==> config.mk <==
export PLATFORM = sky130hd
export DESIGN_NAME = scoreboard_issue_hazard_check_unit
export DESIGN_NICKNAME = d
export VERILOG_FILES = /design/src/shc_pkg.sv /design/src/scoreboard_issue_hazard_check_unit.sv
export SDC_FILE = /design/constraint.sdc
export NUM_CORES = 1
export LEC_CHECK = 0
export ABC_AREA = 1
export BUFFER_PORTS_ARGS = -buffer_cell sky130_fd_sc_hd__buf_4
export CORE_MARGIN = 2
export CORE_UTILIZATION = 35
export DETAILED_ROUTE_END_ITERATION = 8
export HOLD_SLACK_MARGIN = 0.1
export MAX_ROUTING_LAYER = met4
export PLACE_DENSITY = 0.52
export SYNTH_ARGS = -nofsm -noshare
export SYNTH_HDL_FRONTEND = slang
export SYNTH_SLANG_ARGS = --single-unit
==> constraint.sdc <==
create_clock -name clk -period 3.8 [get_ports clk]
set_input_delay 0.38 -clock clk [delete_from_list [all_inputs] [get_ports clk]]
set_output_delay 0.38 -clock clk [all_outputs]
set_load 0.02 [all_outputs]
==> src/shc_pkg.sv <==
// Shared types and constants for the scoreboard issue hazard check.
// Holds the beat structs, opcode and stall reason codes, and the latency table.
// No dependencies.
package shc_pkg;

	localparam int NUM_REGS    = 64;
	localparam int REG_W       = $clog2(NUM_REGS);
	localparam int BUSY_W      = 3;
	localparam int SLOT_W      = 7;
	localparam int FLOAT_STALL = 5;

	localparam logic [2:0] OP_NOP    = 3'd0;
	localparam logic [2:0] OP_LOAD   = 3'd1;
	localparam logic [2:0] OP_STORE  = 3'd2;
	localparam logic [2:0] OP_ARITH  = 3'd3;
	localparam logic [2:0] OP_BRANCH = 3'd4;
	localparam logic [2:0] OP_JUMP   = 3'd5;
	localparam logic [2:0] OP_FLOAT  = 3'd6;
	localparam logic [2:0] OP_OTHER  = 3'd7;

	typedef enum logic [2:0] {
		RSN_NONE      = 3'd0,
		RSN_RAW       = 3'd1,
		RSN_FLOAT     = 3'd2,
		RSN_WRITEPORT = 3'd3,
		RSN_WAW       = 3'd4,
		RSN_ROB_FULL  = 3'd5
	} reason_t;

	typedef struct packed {
		logic [2:0] opcode;
		logic [5:0] src_a;
		logic [5:0] src_b;
		logic [5:0] dest;
		logic       rob_full;
	} instr_t;

	typedef struct packed {
		logic    issued;
		reason_t stall_reason;
		logic [2:0] done_after;
	} result_t;

	function automatic logic [BUSY_W-1:0] op_latency(input logic [2:0] op);
		logic [BUSY_W-1:0] lat;
		unique case (op)
			OP_NOP:    lat = 3'd1;
			OP_LOAD:   lat = 3'd2;
			OP_STORE:  lat = 3'd2;
			OP_ARITH:  lat = 3'd1;
			OP_BRANCH: lat = 3'd1;
			OP_JUMP:   lat = 3'd1;
			OP_FLOAT:  lat = 3'd5;
			OP_OTHER:  lat = 3'd1;
			default:   lat = 3'd1;
		endcase
		return lat;
	endfunction

	// Map a register field onto the table; out-of-range registers become register 0.
	function automatic logic [REG_W-1:0] reg_idx(input logic [5:0] r);
		logic [31:0] wide;
		wide = 32'(r);
		if (wide < 32'(NUM_REGS)) begin
			return wide[REG_W-1:0];
		end
		return '0;
	endfunction

endpackage

==> src/scoreboard_issue_hazard_check_unit.sv <==
// Top level of the scoreboard issue hazard check.
// Holds the input register, the scoreboard state, the checks and the result register.
// Depends on shc_pkg.

// One beat on instr is one decode cycle of the processor; the unit answers each with
// exactly one beat on res giving issue or the stall reason and the completion delay.
// A beat is taken into an input register, checked against the scoreboard in
// combinational logic, and moved into the result register; the scoreboard
// countdowns and the write-port mask advance when that happens. A new beat is taken
// every cycle, so throughput is one beat per clock as long as res is not stalled;
// from instr to res a beat passes the input register and then the result register.
module scoreboard_issue_hazard_check_unit
	import shc_pkg::*;
(
	input  logic    clk,
	input  logic    arst_n,
	input  logic    instr_valid,
	output logic    instr_stall,
	input  instr_t  instr,
	output logic    res_valid,
	input  logic    res_stall,
	output result_t res
);

	logic    valid_s1;
	instr_t  instr_s1;
	logic    advance;

	logic [BUSY_W-1:0] busy_q   [NUM_REGS];
	logic [BUSY_W-1:0] busy_dec [NUM_REGS];
	logic [SLOT_W-1:0] slot_q;
	logic [BUSY_W-1:0] float_q;

	logic [REG_W-1:0]  ra, rb, rd;
	logic [BUSY_W-1:0] lat;
	logic              is_store, is_float, writes;
	logic [SLOT_W-1:0] slot, slot_dec;
	logic [BUSY_W-1:0] float_dec;
	logic              raw;
	reason_t           reason;
	logic              issue;

	assign advance     = valid_s1 && (!res_valid || !res_stall);
	assign instr_stall = valid_s1 && !advance;

	always_ff @(posedge clk or negedge arst_n) begin
		if (!arst_n) begin
			valid_s1 <= 1'b0;
		end else if (!instr_stall) begin
			valid_s1 <= instr_valid;
		end
	end

	always_ff @(posedge clk) begin
		if (instr_valid && !instr_stall) begin
			instr_s1 <= instr;
		end
	end

	// Time steps once per checked beat: drop all countdowns, shift the port mask.
	always_comb begin
		for (int i = 0; i < NUM_REGS; i++) begin
			busy_dec[i] = (busy_q[i] != '0) ? busy_q[i] - 1'b1 : '0;
		end
	end

	assign slot_dec  = slot_q >> 1;
	assign float_dec = (float_q != '0) ? float_q - 1'b1 : '0;

	assign ra       = reg_idx(instr_s1.src_a);
	assign rb       = reg_idx(instr_s1.src_b);
	assign rd       = reg_idx(instr_s1.dest);
	assign lat      = op_latency(instr_s1.opcode);
	assign is_store = (instr_s1.opcode == OP_STORE);
	assign is_float = (instr_s1.opcode == OP_FLOAT);
	assign writes   = (rd != '0) && !is_store;
	assign slot     = SLOT_W'(1) << (lat + 1'b1);

	assign raw = ((ra != '0) && (busy_dec[ra] != '0))
		|| ((rb != '0) && (busy_dec[rb] != '0))
		|| (is_store && (rd != '0) && (busy_dec[rd] != '0));

	always_comb begin
		priority if (raw) begin
			reason = RSN_RAW;
		end else if (is_float && (float_dec != '0)) begin
			reason = RSN_FLOAT;
		end else if (writes && ((slot_dec & slot) != '0)) begin
			reason = RSN_WRITEPORT;
		end else if (writes && (busy_dec[rd] > lat)) begin
			reason = RSN_WAW;
		end else if (instr_s1.rob_full) begin
			reason = RSN_ROB_FULL;
		end else begin
			reason = RSN_NONE;
		end
	end

	assign issue = (reason == RSN_NONE);

	always_ff @(posedge clk or negedge arst_n) begin
		if (!arst_n) begin
			for (int i = 0; i < NUM_REGS; i++) begin
				busy_q[i] <= '0;
			end
			slot_q  <= '0;
			float_q <= '0;
		end else if (advance) begin
			for (int i = 0; i < NUM_REGS; i++) begin
				if (issue && writes && (rd == REG_W'(i))) begin
					busy_q[i] <= lat;
				end else begin
					busy_q[i] <= busy_dec[i];
				end
			end
			slot_q  <= (issue && writes) ? (slot_dec | slot) : slot_dec;
			float_q <= (issue && is_float) ? BUSY_W'(FLOAT_STALL) : float_dec;
		end
	end

	always_ff @(posedge clk or negedge arst_n) begin
		if (!arst_n) begin
			res_valid <= 1'b0;
		end else if (advance) begin
			res_valid <= 1'b1;
		end else if (!res_stall) begin
			res_valid <= 1'b0;
		end
	end

	always_ff @(posedge clk) begin
		if (advance) begin
			res.issued       <= issue;
			res.stall_reason <= reason;
			res.done_after   <= issue ? (lat + {2'b00, writes}) : 3'd0;
		end
	end

endmodule
==> results of run 1 <==
## sequential cells by signal, indices dropped and copies added (netlist names)
signal	cells
slot_q	6
res	7
rd	6
res_valid	1
valid_s1	1
lat	3
ra	6
rb	6
busy_q	192
float_q	3
instr_s1	4
## layout make-up
| cell class | count | area share |
|---|---|---|
| antenna | 2 | 0.000182 |
| clock buffer | 43 | 0.0309 |
| clock inverter | 14 | 0.00531 |
| inverter | 385 | 0.0533 |
| multi-input combinational | 2712 | 0.501 |
| sequential | 235 | 0.218 |
| tap | 782 | 0.0355 |
| timing repair buffer | 440 | 0.156 |
## per-stage QoR
stage	instance area, um2	worst slack, ns
finish	27500	-0.118
global route	27500	-0.283
CTS	26500	-0.0244
detailed placement	24600	-0.315
global placement	24600	-0.292
floorplan	21400	0.523
## repair_timing
item | CTS | global route
setup buffers | 28 | 10
hold buffers | 25 | 0
resized for setup | 60 | 178
cloned | 5 | 17
hold endpoints to repair | 103 | 0
endpoints found under the setup margin | 200 | 201
pin swaps | 16 | 166
## routing by layer
layer  up-vias  wire, um  GRT usage
li1      11900         -          -
met1     11500     42200      0.409
met2      1122     40400      0.441
met3       265      8740     0.0519
met4         0      4690      0.124
met5         -         0          -
## synthesized netlist by cell type, types with 4 or more instances
cell type,instances
nand3b_1,13
o21ai_1,9
o22ai_1,8
clkbuf_1,116
inv_2,5
nor2_2,4
nand3_1,321
o21ai_0,83
buf_4,18
dfrtp_1,203
o211ai_1,25
buf_1,36
clkinv_1,6
a21oi_1,106
nand4_1,252
buf_2,29
nor3_1,9
edfxtp_1,29
nor2_1,311
nand2_1,1370
or2_2,7
and2_1,5
inv_1,374
ha_1,138
a21boi_0,36
## cells by family (layout without fill, tap and decap cells)
logic type	Yosys count	in the layout	synth area share
AOI/OAI and AO/OA	275	275	0.0728
xor gates and xnor gates	1	1	0.000409
adders and majority gates	138	138	0.0807
buffers and inverters	584	882	0.107
DFF	235	235	0.281
muxes	1	1	0.000468
other	0	2	0
and+or+nand+nor	2297	2297	0.457
## report_power, final
group,internal (uW),switching (uW)
combinational,828,1770
sequential,2670,115
clock,1750,1260
total,5250,3150
## worst max-delay path by stage
stage,from,endpoint
CTS,rd[0],busy_q[0]
floorplan,rd[1],busy_q[152]
detailed placement,rd[0],busy_q[134]
finish,rd[0],busy_q[0]
global placement,rd[0],busy_q[132]
global route,rd[0],busy_q[110]
==> impl_metrics.env, run 1 <==
export IMPL_dp_cells=4475
export IMPL_vias=24800
export IMPL_syn_area_um2=21400
export IMPL_rows=90
export IMPL_timing_final_crit_share=1.03
export IMPL_seqCellArea_um2=6010
export IMPL_yosysSeqAreaShare=0.281
export IMPL_fin_nets=3969
export IMPL_cts_tree="done"
export IMPL_required_ns=4.35
export IMPL_cp_max_fo=6
export IMPL_drive_above_1_share=0.163
export IMPL_postRouteAntennaNets=0
export IMPL_drt_iter0_drc=2741
export IMPL_ir_worst_vdd_uv=405
export IMPL_die_h_um=251
export IMPL_grt_ovfl_total=0
export IMPL_violations="negative setup slack"
export IMPL_synthArstFlopShare=0.864
export IMPL_ys_ff_latch=235
export IMPL_synth_area_leaders="nand2_1 24%, dfrtp_1 24%, ha_1 8.1%"
export IMPL_antenna_found_initial=2
export IMPL_fin_ws_ns=-0.118
export IMPL_hold_viol=0
export IMPL_clk_path_buf_depth=3
export IMPL_reg2reg_to="busy_q[0]"
export IMPL_yosys_area_top_type_share=0.240
export IMPL_coreArea_um2=60400
export IMPL_root_buffer="clkbuf_16"
export IMPL_skew_ns=0.0200
export IMPL_fill_cells=6443
export IMPL_worst_pin_slew_ns=0.977
export IMPL_final_common_cell="nand2_1"
export IMPL_gp_congestion=1.03
export IMPL_fin_crit_ns=3.92
export IMPL_via_per_inst=5.38
export IMPL_crit_buf_inv=7
export IMPL_critical_path_top_delay_family="simple AND/OR/NAND/NOR gates"
export IMPL_critPathMostFrequentCell="nand2_1"
export IMPL_yosys_warnings=0
export IMPL_wire_per_inst_um=20.8
export IMPL_p_total_uw=8400
export IMPL_critPathLaunchType="flop"
export IMPL_initial_core_util=0.355
export IMPL_syn_area_per_cell_um2=6.06
export IMPL_timing_reg2reg_setup_slack_ns=-0.12
export IMPL_numCtsBuffers=31
export IMPL_first_pass_iters=7
export IMPL_timing_fmax_ghz=0.255
export IMPL_r2r_start="rd[0]"
export IMPL_synth_main_ff_cell="dfrtp_1"
export IMPL_synth_top_area_cell="nand2_1"
export IMPL_post_route_util=0.456
export IMPL_drt_wl_total_um=96000
export IMPL_cts_clk_slew_worst_paths_ns=0.06
export IMPL_synth_cells=3531
export IMPL_grt_pass1_wl_um=142000
export IMPL_syn_to_final_growth_pct=28.7
export IMPL_port_buffers=34
export IMPL_p_per_area_nw_per_um2=305
export IMPL_setup_viol=151
export IMPL_dpl_hpwl_um=64100
export IMPL_final_setup_tns_ns=-6.14
export IMPL_holdWs_ns=0.349
export IMPL_multi_input_area_um2=13800
export IMPL_cp_end_kind="flop"
export IMPL_most_common_layout_cells="1319 x nand2_1, 369 x inv_1, 330 x buf_4"
export IMPL_worst_ep_arrival_time_ns=4.46
export IMPL_cp_slowest_cell="edfxtp_1"
export IMPL_htreeDepth=1
export IMPL_worstSkewPairLatency_ns=0.61
export IMPL_fin_cells=4613
export IMPL_synth_cell_types=35
export IMPL_hp_class="in2async"
export IMPL_drc=0
export IMPL_grt_use_total=0.301
export IMPL_die_w_um=251
export IMPL_worstSetupPathDepth=29
export IMPL_rsz0062_at_grt="yes"
export IMPL_cap_viol_max_count=0
export IMPL_die_area_um2=63100
export IMPL_crit_type="reg2reg"
export IMPL_clkSinkCount=235
export IMPL_finalMaxSlewViolations=0
export IMPL_synth_edff_count=29
export IMPL_cp_slowest_stage_delay_ns=0.44
export IMPL_slew_headroom=0.348
export IMPL_syn_num_nets=3695
export IMPL_pin_count=35
export IMPL_outcome="complete, but fails checks"
export IMPL_grt_pass1_vias=23000
export IMPL_r2r_cells=29
export IMPL_power_static_leakage_uw=0.0153
export IMPL_grt_max_degree=139
No activity file was read; power rests on OpenSTA's default activity.
==> run 2: changes to the inputs <==
Settings changed: SKIP_LAST_GASP from default to 1.
==> impl_metrics.env, run 2 (same netlist as run 1, synthesis figures left out) <==
export IMPL_fin_ws_ns=-0.106
export IMPL_skew_ns=0.0211
export IMPL_timing_fmax_ghz=0.256
export IMPL_rsz0062_at_grt="yes"
export IMPL_final_common_cell="nand2_1"
export IMPL_wire_per_inst_um=20.9
export IMPL_grt_use_total=0.301
export IMPL_regMostFlops="busy_q"
export IMPL_die_w_um=251
export IMPL_clk_path_buf_depth=3
export IMPL_drc=0
export IMPL_violations="negative setup slack"
export IMPL_syn_to_final_growth_pct=28.9
export IMPL_coreArea_um2=60400
export IMPL_first_pass_iters=5
export IMPL_most_common_layout_cells="1325 x nand2_1, 368 x inv_1, 329 x buf_4"
export IMPL_grt_ovfl_total=0
export IMPL_grt_pass1_vias=23000
export IMPL_worst_ep_arrival_time_ns=4.45
export IMPL_antenna_found_initial=2
export IMPL_p_total_uw=8430
export IMPL_placed_cell_area_um2=24600
export IMPL_root_buffer="clkbuf_16"
export IMPL_cp_max_fo=6
export IMPL_drt_wl_total_um=96300
export IMPL_via_per_inst=5.39
export IMPL_numCtsBuffers=31
export IMPL_timing_final_crit_share=1.03
export IMPL_ir_worst_vdd_uv=402
export IMPL_die_area_um2=63100
export IMPL_cap_viol_max_count=0
export IMPL_grt_max_degree=139
export IMPL_pin_count=35
export IMPL_outcome="complete, but fails checks"
export IMPL_clkSinkCount=235
export IMPL_hold_viol=0
export IMPL_initial_core_util=0.355
export IMPL_fin_crit_ns=3.91
export IMPL_power_static_leakage_uw=0.0154
export IMPL_finalMaxSlewViolations=0
export IMPL_worstSkewPairLatency_ns=0.62
export IMPL_port_buffers=34
export IMPL_gp_congestion=1.03
export IMPL_hp_class="in2async"
export IMPL_worst_pin_slew_ns=0.985
export IMPL_fin_area_um2=27600
export IMPL_p_per_area_nw_per_um2=306
export IMPL_largest_reg_flops=192
export IMPL_crit_type="reg2reg"
export IMPL_setup_viol=151
export IMPL_drt_iter0_drc=2656
export IMPL_critPathMostFrequentCell="nand2_1"
export IMPL_vias=24900
export IMPL_holdWs_ns=0.346
export IMPL_post_route_util=0.457
export IMPL_slew_headroom=0.343
export IMPL_required_ns=4.35
export IMPL_rows=90
export IMPL_cp_end_kind="flop"
export IMPL_die_h_um=251
export IMPL_fin_nets=3973
export IMPL_htreeDepth=1
export IMPL_post_place_ws_ns=-0.315
export IMPL_postRouteAntennaNets=0
export IMPL_reg_top3="busy_q (192), res (7)"
export IMPL_critPathLaunchType="flop"
export IMPL_cts_clk_slew_worst_paths_ns=0.06
export IMPL_cp_slowest_cell="edfxtp_1"
export IMPL_cts_tree="done"
export IMPL_grt_pass1_wl_um=142000
export IMPL_cp_slowest_stage_delay_ns=0.44
export IMPL_dpl_hpwl_um=64100
export IMPL_drive_above_1_share=0.161
==> run 2: layer usage <==
layer	vias to the layer above	track usage	routed length [um]
li1	11900	-	-
met1	11500	0.408	41900
met2	1178	0.440	40400
met3	263	0.0537	9400
met4	0	0.125	4640
met5	-	-	0
==> run 2: what timing repair did <==
action                                  CTS  global route
hold endpoints to repair                103             0
setup buffers                            28            11
endpoints found under the setup margin  200           201
pin swaps                                12           175
resized for setup                        55           173
hold buffers                             25             0
gates cloned                              5            20
==> run 2: layout make-up <==
cell class                 count  area (um2)
clock inverter                14         146
multi-input combinational   2712       13700
timing repair buffer         444        4390
inverter                     385        1470
sequential                   235        6010
antenna                        5        12.5
clock buffer                  43         851
fill                        6429       32800
tap                          782         978
==> run 2: final timing paths <==
| check | startpoint | end | slack [ns] | depth (start not counted) |
|---|---|---|---|---|
| min in group clk | instr[12] | rb[5] | 0.48 | 2 |
| hold reg to reg | busy_q[64] | busy_q[64] | 0.51 | 2 |
| setup reg to reg | rd[0] | busy_q[0] | -0.11 | 29 |
| max in group asynchronous | arst_n | busy_q[148] | 2.43 | 3 |
| setup / recovery | rd[0] | busy_q[0] | -0.11 | 29 |
| hold / removal | arst_n | busy_q[36] | 0.35 | 2 |
==> run 2: critical path: cells and delay by family (launching register included) <==
kind	cells	cell delay, ns
AOI/OAI and AO/OA	2	0.23
and+or+nand+nor	19	1.85
buffers and inverters	7	1.03
DFF	1	0.44
adders and majority gates	1	0.26
==> run 2: where the power goes <==
part           switching, uW  leakage, uW  total, uW  internal, uW
registers                116      0.00311       2790          2670
logic                   1780       0.0118       2620           844
clock network           1270     0.000485       3020          1750
total                   3160       0.0154       8430          5270
==> run 2: metrics by stage <==
step           std cells  setup TNS, ns
6_report            4620          -5.84
5_1_grt             4617         -46.20
4_1_cts             4590         -0.131
3_5_place_dp        4475         -48.12
3_3_place_gp        4475         -44.53
2_1_floorplan       3531              0
